[src/design/cdm_pkg.sv]
// Shared types, codes and helpers for the clock divider/multiplier.
// No dependencies; every other design file refers to it by scoped names.
package cdm_pkg;

	// Word widths on the stream ports
	localparam int unsigned TDATA_W    = 8;
	localparam int unsigned TUSER_W    = 2;
	localparam int unsigned CFG_IDX_W  = 1;
	localparam int unsigned CFG_DATA_W = 16;

	// Field widths
	localparam int unsigned DIV_W   = 5;
	localparam int unsigned PULSE_W = 16;
	localparam int unsigned TIME_W  = 32;
	localparam int unsigned CNT_W   = 4;

	// Register reset values
	localparam logic signed [DIV_W-1:0] DIV_RESET   = 5'sd1;
	localparam logic [PULSE_W-1:0]      PULSE_RESET = 16'd480;

	// Division settings that are honored; anything else runs 1:1
	localparam logic signed [DIV_W-1:0] DIV_BY_2 = 5'sd2;
	localparam logic signed [DIV_W-1:0] DIV_BY_4 = 5'sd4;
	localparam logic signed [DIV_W-1:0] DIV_BY_8 = 5'sd8;
	localparam logic signed [DIV_W-1:0] MUL_BY_2 = -5'sd2;
	localparam logic signed [DIV_W-1:0] MUL_BY_4 = -5'sd4;
	localparam logic signed [DIV_W-1:0] MUL_BY_8 = -5'sd8;

	// Item kinds
	typedef enum logic [1:0] {
		OP_SAMPLE  = 2'd0,
		OP_EDGE    = 2'd1,
		OP_DISABLE = 2'd2,
		OP_IGNORE  = 2'd3
	} op_t;

	// Register indexes
	typedef enum logic [CFG_IDX_W-1:0] {
		REG_CLOCK_DIVISION      = 1'd0,
		REG_CLOCK_PULSE_SAMPLES = 1'd1
	} reg_idx_t;

	// Decoded configuration handed to the step logic
	typedef struct packed {
		logic               mult;      // multiply mode
		logic [CNT_W-1:0]   divisor;   // 1, 2, 4 or 8 when dividing
		logic [1:0]         shift;     // log2 of the factor when multiplying
		logic [PULSE_W-1:0] pulse_len; // clock-out pulse length
	} cfg_t;

	// One result word
	typedef struct packed {
		logic external_mode;
		logic clock_out_high;
		logic step_tick;
	} res_t;

	// Map the raw division register onto an effective setting
	function automatic cfg_t decode_div(input logic signed [DIV_W-1:0] d,
		input logic [PULSE_W-1:0] pulse_len);
		cfg_t c;
		c.mult      = 1'b0;
		c.divisor   = 4'd1;
		c.shift     = 2'd1;
		c.pulse_len = pulse_len;
		case (d)
			DIV_BY_2: c.divisor = 4'd2;
			DIV_BY_4: c.divisor = 4'd4;
			DIV_BY_8: c.divisor = 4'd8;
			MUL_BY_2: begin
				c.mult  = 1'b1;
				c.shift = 2'd1;
			end
			MUL_BY_4: begin
				c.mult  = 1'b1;
				c.shift = 2'd2;
			end
			MUL_BY_8: begin
				c.mult  = 1'b1;
				c.shift = 2'd3;
			end
			default: c.divisor = 4'd1;
		endcase
		return c;
	endfunction

endpackage

[src/design/cdm_cfg_regs.sv]
// Configuration registers of the clock divider/multiplier and their decode.
// Depends on cdm_pkg.
module cdm_cfg_regs (
	input  logic                           clk,
	input  logic                           arst_n,
	input  logic                           cfg_valid,
	output logic                           cfg_ready,
	input  logic [cdm_pkg::CFG_IDX_W-1:0]  cfg_index,
	input  logic [cdm_pkg::CFG_DATA_W-1:0] cfg_data,
	output cdm_pkg::cfg_t                  cfg
);

	logic signed [cdm_pkg::DIV_W-1:0] division_q;
	logic [cdm_pkg::PULSE_W-1:0]      pulse_len_q;
	logic                             wr_en;

	assign cfg_ready = 1'b1;
	assign wr_en     = cfg_valid && cfg_ready;

	// Take a register write
	always_ff @(posedge clk or negedge arst_n) begin
		if (!arst_n) begin
			division_q  <= cdm_pkg::DIV_RESET;
			pulse_len_q <= cdm_pkg::PULSE_RESET;
		end else if (wr_en) begin
			case (cdm_pkg::reg_idx_t'(cfg_index))
				cdm_pkg::REG_CLOCK_DIVISION:
					division_q <= $signed(cfg_data[cdm_pkg::DIV_W-1:0]);
				cdm_pkg::REG_CLOCK_PULSE_SAMPLES:
					pulse_len_q <= cfg_data[cdm_pkg::PULSE_W-1:0];
				default: ;
			endcase
		end
	end

	// Decode into the effective division setting
	assign cfg = cdm_pkg::decode_div(division_q, pulse_len_q);

endmodule

[src/design/cdm_core.sv]
// Step-tick state and next-state logic: one item is applied per accepted word.
// Depends on cdm_pkg.
module cdm_core (
	input  logic              clk,
	input  logic              arst_n,
	input  logic              item_en,
	input  cdm_pkg::op_t      op,
	input  logic              metro_pulse,
	input  cdm_pkg::cfg_t     cfg,
	output cdm_pkg::res_t     res
);

	logic                        ext_q, ext_d;
	logic                        pend_q, pend_d;
	logic [cdm_pkg::CNT_W-1:0]   pcnt_q, pcnt_d;
	logic [cdm_pkg::TIME_W-1:0]  time_q, time_d;
	logic [cdm_pkg::TIME_W-1:0]  last_q, last_d;
	logic [cdm_pkg::TIME_W-1:0]  intv_q, intv_d;
	logic [cdm_pkg::TIME_W-1:0]  subc_q, subc_d;
	logic [cdm_pkg::PULSE_W-1:0] timer_q, timer_d;

	logic [cdm_pkg::CNT_W-1:0]   pcnt_inc;
	logic [cdm_pkg::TIME_W-1:0]  sub_len;
	logic [cdm_pkg::TIME_W-1:0]  subc_inc;
	logic [cdm_pkg::PULSE_W-1:0] timer_ld;
	logic                        tick;

	assign pcnt_inc = pcnt_q + 4'd1;
	assign subc_inc = subc_q + 32'd1;

	// Subdivision length: interval over the factor
	always_comb begin
		case (cfg.shift)
			2'd1:    sub_len = intv_q >> 1;
			2'd2:    sub_len = intv_q >> 2;
			2'd3:    sub_len = intv_q >> 3;
			default: sub_len = intv_q;
		endcase
	end

	// Apply one item
	always_comb begin
		ext_d  = ext_q;
		pend_d = pend_q;
		pcnt_d = pcnt_q;
		time_d = time_q;
		last_d = last_q;
		intv_d = intv_q;
		subc_d = subc_q;
		tick   = 1'b0;
		case (op)
			cdm_pkg::OP_SAMPLE: begin
				if (ext_q) begin
					if (pend_q) begin
						tick   = 1'b1;
						pend_d = 1'b0;
					end
					if (cfg.mult && (intv_q != '0)) begin
						subc_d = subc_inc;
						if ((subc_inc >= sub_len) && (subc_inc < intv_q)) begin
							tick   = 1'b1;
							subc_d = subc_inc + sub_len;
						end
					end
				end else if (!cfg.mult && (cfg.divisor > 4'd1)) begin
					if (metro_pulse) begin
						pcnt_d = pcnt_inc;
						if (pcnt_inc >= cfg.divisor) begin
							tick   = 1'b1;
							pcnt_d = '0;
						end
					end
				end else begin
					tick = metro_pulse;
				end
				time_d = time_q + 32'd1;
			end
			cdm_pkg::OP_EDGE: begin
				ext_d = 1'b1;
				if (!cfg.mult) begin
					pcnt_d = pcnt_inc;
					if (pcnt_inc >= cfg.divisor) begin
						pend_d = 1'b1;
						pcnt_d = '0;
					end
				end else begin
					if (last_q != '0) begin
						intv_d = time_q - last_q;
						subc_d = '0;
					end
					last_d = time_q;
					pend_d = 1'b1;
				end
			end
			cdm_pkg::OP_DISABLE: begin
				ext_d  = 1'b0;
				pend_d = 1'b0;
				pcnt_d = '0;
			end
			default: ;
		endcase
	end

	// Clock-out pulse timer: load on a tick, then count down once per sample
	always_comb begin
		timer_d  = timer_q;
		timer_ld = tick ? cfg.pulse_len : timer_q;
		if (op == cdm_pkg::OP_SAMPLE) begin
			timer_d = (timer_ld != '0) ? timer_ld - 16'd1 : '0;
		end
	end

	assign res.step_tick      = tick;
	assign res.clock_out_high = (timer_d != '0);
	assign res.external_mode  = ext_d;

	// Hold state between accepted words
	always_ff @(posedge clk or negedge arst_n) begin
		if (!arst_n) begin
			ext_q   <= 1'b0;
			pend_q  <= 1'b0;
			pcnt_q  <= '0;
			time_q  <= '0;
			last_q  <= '0;
			intv_q  <= '0;
			subc_q  <= '0;
			timer_q <= '0;
		end else if (item_en) begin
			ext_q   <= ext_d;
			pend_q  <= pend_d;
			pcnt_q  <= pcnt_d;
			time_q  <= time_d;
			last_q  <= last_d;
			intv_q  <= intv_d;
			subc_q  <= subc_d;
			timer_q <= timer_d;
		end
	end

endmodule

[src/design/cdm_out_buf.sv]
// Two-entry result buffer: output register plus a skid stage.
// Depends on cdm_pkg.
module cdm_out_buf (
	input  logic          clk,
	input  logic          arst_n,
	input  logic          in_valid,
	output logic          in_ready,
	input  cdm_pkg::res_t in_res,
	output logic          out_valid,
	input  logic          out_ready,
	output cdm_pkg::res_t out_res
);

	logic          out_valid_q;
	logic          skid_valid_q;
	cdm_pkg::res_t out_res_q;
	cdm_pkg::res_t skid_res_q;
	logic          in_fire;
	logic          out_fire;

	assign in_ready  = !skid_valid_q;
	assign in_fire   = in_valid && in_ready;
	assign out_fire  = out_valid_q && out_ready;
	assign out_valid = out_valid_q;
	assign out_res   = out_res_q;

	// Valid flags
	always_ff @(posedge clk or negedge arst_n) begin
		if (!arst_n) begin
			out_valid_q  <= 1'b0;
			skid_valid_q <= 1'b0;
		end else begin
			if (out_fire) begin
				out_valid_q  <= skid_valid_q || in_fire;
				skid_valid_q <= 1'b0;
			end else if (in_fire) begin
				if (out_valid_q) begin
					skid_valid_q <= 1'b1;
				end else begin
					out_valid_q <= 1'b1;
				end
			end
		end
	end

	// Payload: drain skid first, park a word when the output is stalled
	always_ff @(posedge clk) begin
		if (out_fire) begin
			if (skid_valid_q) begin
				out_res_q <= skid_res_q;
			end else if (in_fire) begin
				out_res_q <= in_res;
			end
		end else if (in_fire) begin
			if (out_valid_q) begin
				skid_res_q <= in_res;
			end else begin
				out_res_q <= in_res;
			end
		end
	end

endmodule

[src/design/clock_divider_multiplier.sv]
// Top level of the step-tick generator with clock division and multiplication.
// Depends on cdm_pkg, cdm_cfg_regs, cdm_core and cdm_out_buf.
//
// Takes one word per clock cycle while s_tready is high and returns exactly one
// result word for each, registered in the output buffer. All state is updated
// in a single pass of logic between the input handshake and the result register,
// so back-to-back words run at one per cycle. A two-entry output buffer lets the
// input keep taking words while one result waits; s_tready drops only when both
// entries are full. Configuration writes are taken at any time (cfg_ready is
// always high) and should be made while no words are in flight.
module clock_divider_multiplier (
	input  logic                           clk,
	input  logic                           arst_n,
	// Configuration write channel
	input  logic                           cfg_valid,
	output logic                           cfg_ready,
	input  logic [cdm_pkg::CFG_IDX_W-1:0]  cfg_index,
	input  logic [cdm_pkg::CFG_DATA_W-1:0] cfg_data,
	// Input stream
	input  logic                           s_tvalid,
	output logic                           s_tready,
	input  logic [cdm_pkg::TDATA_W-1:0]    s_tdata,  // [0] metro_pulse, [7:1] zero
	input  logic [cdm_pkg::TUSER_W-1:0]    s_tuser,  // [1:0] operation
	// Result stream
	output logic                           m_tvalid,
	input  logic                           m_tready,
	output logic [cdm_pkg::TDATA_W-1:0]    m_tdata   // [0] step_tick, [1] clock_out_high,
	                                                 // [2] external_mode, [7:3] zero
);

	cdm_pkg::cfg_t cfg;
	cdm_pkg::res_t core_res;
	cdm_pkg::res_t out_res;
	logic          item_en;

	assign item_en = s_tvalid && s_tready;

	cdm_cfg_regs u_cfg (
		.clk       (clk),
		.arst_n    (arst_n),
		.cfg_valid (cfg_valid),
		.cfg_ready (cfg_ready),
		.cfg_index (cfg_index),
		.cfg_data  (cfg_data),
		.cfg       (cfg)
	);

	cdm_core u_core (
		.clk         (clk),
		.arst_n      (arst_n),
		.item_en     (item_en),
		.op          (cdm_pkg::op_t'(s_tuser)),
		.metro_pulse (s_tdata[0]),
		.cfg         (cfg),
		.res         (core_res)
	);

	cdm_out_buf u_out (
		.clk       (clk),
		.arst_n    (arst_n),
		.in_valid  (s_tvalid),
		.in_ready  (s_tready),
		.in_res    (core_res),
		.out_valid (m_tvalid),
		.out_ready (m_tready),
		.out_res   (out_res)
	);

	// Pack the result word
	assign m_tdata = {5'd0, out_res.external_mode, out_res.clock_out_high, out_res.step_tick};

endmodule
[config.mk]
export PLATFORM = sky130hd
export DESIGN_NAME = clock_divider_multiplier
export DESIGN_NICKNAME = d
export VERILOG_FILES = /design/src/design/cdm_pkg.sv /design/src/design/cdm_cfg_regs.sv /design/src/design/cdm_core.sv /design/src/design/cdm_out_buf.sv /design/src/design/clock_divider_multiplier.sv
export SDC_FILE = /design/constraint.sdc
export NUM_CORES = 1
export LEC_CHECK = 0
export BUFFER_PORTS_ARGS = -buffer_cell sky130_fd_sc_hd__buf_2
export CORE_MARGIN = 1
export CORE_UTILIZATION = 40
export DETAILED_ROUTE_END_ITERATION = 7
export PLACE_DENSITY = 0.56
export RECOVER_POWER = 100
export SLEW_MARGIN = 10
export SYNTH_ARGS = -nofsm -noshare
export SYNTH_HDL_FRONTEND = slang
export SYNTH_SLANG_ARGS = --single-unit
[constraint.sdc]
create_clock -name clk -period 7 [get_ports clk]
set_clock_uncertainty 0.2 [all_clocks]
set_input_delay 0.7 -clock clk [delete_from_list [all_inputs] [get_ports clk]]
set_output_delay 0.7 -clock clk [all_outputs]
set_load 0.005 [all_outputs]
# Yosys cells after proc, flatten, opt, wreduce, memory -nomap -nowiden
# Index checks and enable logic that the tools add are counted.
# word_totals
register_bits	179
in_bits	32
output_inout_bits	11
wordCells	123
# op_classes
addsub	6
n_lt_le_gt_ge	4
eq_ne	21
n_mux	42
bitwise_logic	2
reduce_logical	30
# ops
operator	n
$mux 32	5
$pmux 32 s3	1
$add 32x1->32 const B	2
$pmux 32 s2	1
$reduce_bool 32->1	2
$mux 16	3
$add 32x32->32	1
$ge 32x32->1	1
$lt 32x32->1	1
$reduce_bool 16->1	2
$sub 32x32->32	1
$pmux 4 s3	2
$mux 4	5
$mux 1	17
$sub 16x1->16 const B	1
$eq 5x5->1 const B	3
$mux 3	5
$reduce_and 6->1	2
$ne 2x1->1 const B	5
$reduce_and 3->1	3
$ne 2x2->1 const B	4
$reduce_and 2->1	4
$reduce_and 4->1	2
$reduce_bool 2->1	4
other kinds (19)	28

# Logic depth before layout (Yosys ltp)
# logic_depth
ltp_word	18
mapped_depth	33
ltp_nobuf	28

# By module
# Synthesis repeated with hierarchy kept, for this count alone.
# hier_totals
hier_cells	1655
area_unflattened_um2	14224.9
# modules_own_cells
module	instances	cells_each	area_per_inst_um2	seq_area_each_um2
cdm_core	1	1562	12957.4	3753.6
cdm_cfg_regs	1	64	892.1	531.8
cdm_out_buf	1	22	327.8	230.2
clock_divider_multiplier	1	7	47.5	0.0

# Worst setup path before layout
# OpenSTA, ideal clock, no wires.
# synth_path
path_type	reg-to-reg
from	reg u_core.subc_q[0] (netlist name)
to	reg u_out.skid_res_q[1] (netlist name) (data pin)
setup_time_ns	0.268
t_arrival_ns	6.374
required_time_ns	6.532
path_slack_ns	0.158
stages_incl_launch_ff	34
path_buffers	6
synth_period_minus_slack_ns	6.842
cell_sequence	dfrtp_1 -> ha_1 -> and3_1 -> buf_2 -> nand4_1 -> or2_2 -> nor2_1 -> and3_1 -> and3_1 -> clkbuf_1 -> nand3_1 -> xnor2_1 -> ha_1 -> clkbuf_1 -> nor2_1 -> nand3_1 -> a21oi_1 -> a211oi_1 -> a31oi_4 -> a31oi_4 -> buf_6 -> buf_6 -> buf_2 -> mux2i_1 -> ha_1 -> inv_1 -> or3_1 -> xor2_1 -> mux2i_1 -> nor4_1 -> nand4_1 -> nor3_1 -> and4_4 -> o22ai_1
# synth_lines
element	line	rtl
from (decl)	cdm_core.sv:19	logic [cdm_pkg::TIME_W-1:0] subc_q, subc_d;
from (signal assigned)	cdm_core.sv:135	subc_q <= subc_d;
to (signal assigned)	cdm_out_buf.sv:56	skid_res_q <= in_res;
to (decl)	cdm_out_buf.sv:17	cdm_pkg::res_t skid_res_q;

==> qor.csv <==
metric,value,unit
final.period_utilization,92.8,%
regToRegEndpoint,u_out.skid_res_q[1],
clk_path_buf_depth,2,
synthAdderAreaFrac,12.1,%
die_y,192,µm
critPathRequiredTime,6.99,ns
path_class,register to register,
failed_checks,"capacitance limit, slew limit",
maxCapViolCount,6,
yosysUniqueCellTypes,77,
synth_top_family_by_area,simple AND/OR/NAND/NOR gates,
insertion_delay,0.46,ns
avgSynthCellArea,8.58,µm²
gr-usage-met1,26.9,%
hold_viol_final,0,
slew_viol_final,314,
cpMaxStageDelayCell,dfrtp_1,
tns,0,ns
nNetsFinal,1871,
drt-initial-drc-count,724,
vdd_ir_drop_max,0.252,mV
ys_seq_area_share,31.2,%
hold_path_depth,2,
hold_ws,0.251,ns
diodes,0,
row_count,69,
die_w,192,µm
ys.warnings.count,0,
io_pins,43,
synth_edf_count,6,
p_per_area,337,nW/µm²
hold_start,m_tready,
worst_slew_pin_slew,2.86,ns
grtUsageMet2,28.9,%
clkTransAtPathRegs,0.08,ns
netlist_instances,1685,
reg2reg_slack,0.50,ns
area_growth,8.70,%
drive_gt1_share,9.81,%
gp_congestion,0.864,
ys_seq_elements,179,
htreeDepth,4,
dp.cells,2141,
drc,0,
vias_per_cell,5.25,
path_common_cell,nand3_1,
final_cell_mix,"dfrtp_1, nand2_1, ha_1",
finalSetupViolations,0,
gr-max-usage-layer,met2,
numCtsBuffers,17,
crit_fanout,8,
grt_usage,18.6,%
wl,33000,µm
synthArstFlopShare,96.6,%
max_stage_delay,0.43,ns
use_met3,2.81,%
r2r_cells,28,
synth_flop_cell,dfrtp_1,
root_buffer,clkbuf_16,
overflow,0,
ant_nets,0,
synth_xor_area_share,8.24,%
core_area,35600,µm²
synth_mux_area_share,7.97,%
worstHoldPathType,primary input to register,
grt_pass1_wl,55100,µm
outcome,"finished, violations left",
synth_compound_area_share,17.2,%
whs_endpoint,u_out.skid_valid_q,
final.min_clock_period,6.50,ns
grt_max_degree,77,
layoutNonFillerInstCount,2174,
grt_pass1_vias,10742,
cp-start-kind,register,
final_common_cell,dfrtp_1,
synth-simple-area-share,17.7,%
port_buffers,29,
wl_per_cell,15.2,µm
syn_area,14500,µm²
rsz0062_at_grt,false,
max-slew-margin-rel,-90.6,%
cts_tree,yes,
hpwl,25500,µm
cts.sinks,179,
first_pass_iters,5,
start_util,40.7,%
p_leak,7.13,nW
max_freq,0.154,GHz
end_kind,register,
timing.rr.start,u_core.subc_q[2],
dieArea,36900,µm²
antenna_found_initial,1,
arrival,6.48,ns
via_count,11410,
==> critical path: cells and delay by family, from the launching register on <==
| kind | cells | cell delay (ns) |
|---|---|---|
| fa+ha+maj | 2 | 0.62 |
| flops | 1 | 0.43 |
| simple gates | 17 | 3.44 |
| mux | 2 | 0.36 |
| xor+xnor | 2 | 0.32 |
| buf+inv | 1 | 0.10 |
| compound gates | 4 | 0.75 |
==> Yosys cell counts (5+ instances only) <==
master,count,share of area [%]
a211oi_1,11,0.57
a21o_1,35,1.8
a21oi_1,124,4.3
a22o_1,11,0.67
a31oi_1,10,0.43
and2_1,8,0.35
and3_1,28,1.2
and4_1,9,0.55
buf_2,7,0.24
buf_4,7,0.36
clkbuf_1,49,1.3
dfrtp_1,168,29
dfstp_2,5,0.91
edfxtp_1,6,1.2
ha_1,137,12
inv_1,131,3.4
mux2_2,53,4.1
mux2i_1,54,3.7
nand2_1,153,4.0
nand2b_1,13,0.56
nand3_1,57,2.0
nand3b_1,5,0.26
nand4_1,33,1.4
nor2_1,110,2.9
nor2b_1,18,0.78
nor3_1,31,1.1
nor4_1,24,1.0
o211ai_1,10,0.52
o21a_1,12,0.62
o21ai_0,128,4.4
o21bai_1,11,0.57
o31ai_1,11,0.57
or2_2,8,0.35
or3_1,8,0.35
xnor2_1,82,5.0
xor2_1,54,3.3
==> cell type report <==
class	instances	area [µm²]
Clock buffer	19	453
Clock inverter	13	125
Fill cell	3519	19800
Inverter	131	492
Multi-Input combinational cell	1313	9230
Sequential cell	179	4520
Tap cell	461	577
Timing Repair Buffer	58	332
==> metrics by stage <==
stage	util, %	instance area [µm²]	total power, W	setup WS (ns)
floorplan	-	14500	0.00360	0.158
CTS	44.2	15700	0.00534	0.357
detailed placement	42.6	15100	0.00436	0.395
global route	44.2	15700	0.00580	0.0181
finish	44.2	15700	0.00530	0.505
global placement	42.6	15100	0.00431	0.445
==> routing by layer <==
metal	part of all wire, %	wire [µm]	vias up
met4	1.2	380	0
met5	0	0	-
met3	2.2	738	24
met2	44	14600	126
li1	-	-	5991
met1	52	17300	5269
==> flip-flops by register name, summed over array words and instances (netlist names), 3 cells and up <==
name,count
u_core.intv_q,32
u_core.last_q,32
u_core.subc_q,32
u_core.time_q,32
u_cfg.pulse_len_q,16
u_core.timer_q,16
u_cfg.division_q,5
u_core.pcnt_q,4
u_out.out_res,3
u_out.skid_res_q,3
==> where the power goes <==
group | total [W] | switching (W) | internal, W
combinational | 0.00284 | 0.00165 | 0.00118
sequential | 0.00150 | 0.000265 | 0.00124
clock | 0.000960 | 0.000466 | 0.000494
total | 0.00530 | 0.00238 | 0.00292
==> worst max path at each step <==
stage	cells after the start	slack [ns]	end	start
5_1_grt	28	0.02	u_out.skid_res_q[1]	u_core.subc_q[2]
3_3_place_gp	27	0.45	u_out.skid_res_q[1]	u_core.subc_q[0]
6_report	28	0.50	u_out.skid_res_q[1]	u_core.subc_q[2]
2_1_floorplan	33	0.16	u_out.skid_res_q[1]	u_core.subc_q[0]
4_1_cts	27	0.36	u_out.skid_res_q[1]	u_core.subc_q[0]
3_5_place_dp	27	0.39	u_out.skid_res_q[1]	u_core.subc_q[0]
==> what timing repair did <==
action / in CTS / in global routing
endpoints found under the setup margin: 0 / 2
resized for setup: 0 / 12
hold buffers: 0 / 0
setup buffers: 0 / 1
==> logic make-up (layout without fill, tap and decap cells) <==
logic type	Yosys count	after routing
multiplexers	108	108
buffers and inverters	198	221
AND/OR/NAND/NOR	520	520
flip-flops	179	179
other	2	7
adder cells (fa/ha/maj)	139	139
AO/OA/AOI/OAI	403	403
XOR/XNOR	136	136
Note: power is estimated with default switching activity, not from simulation.
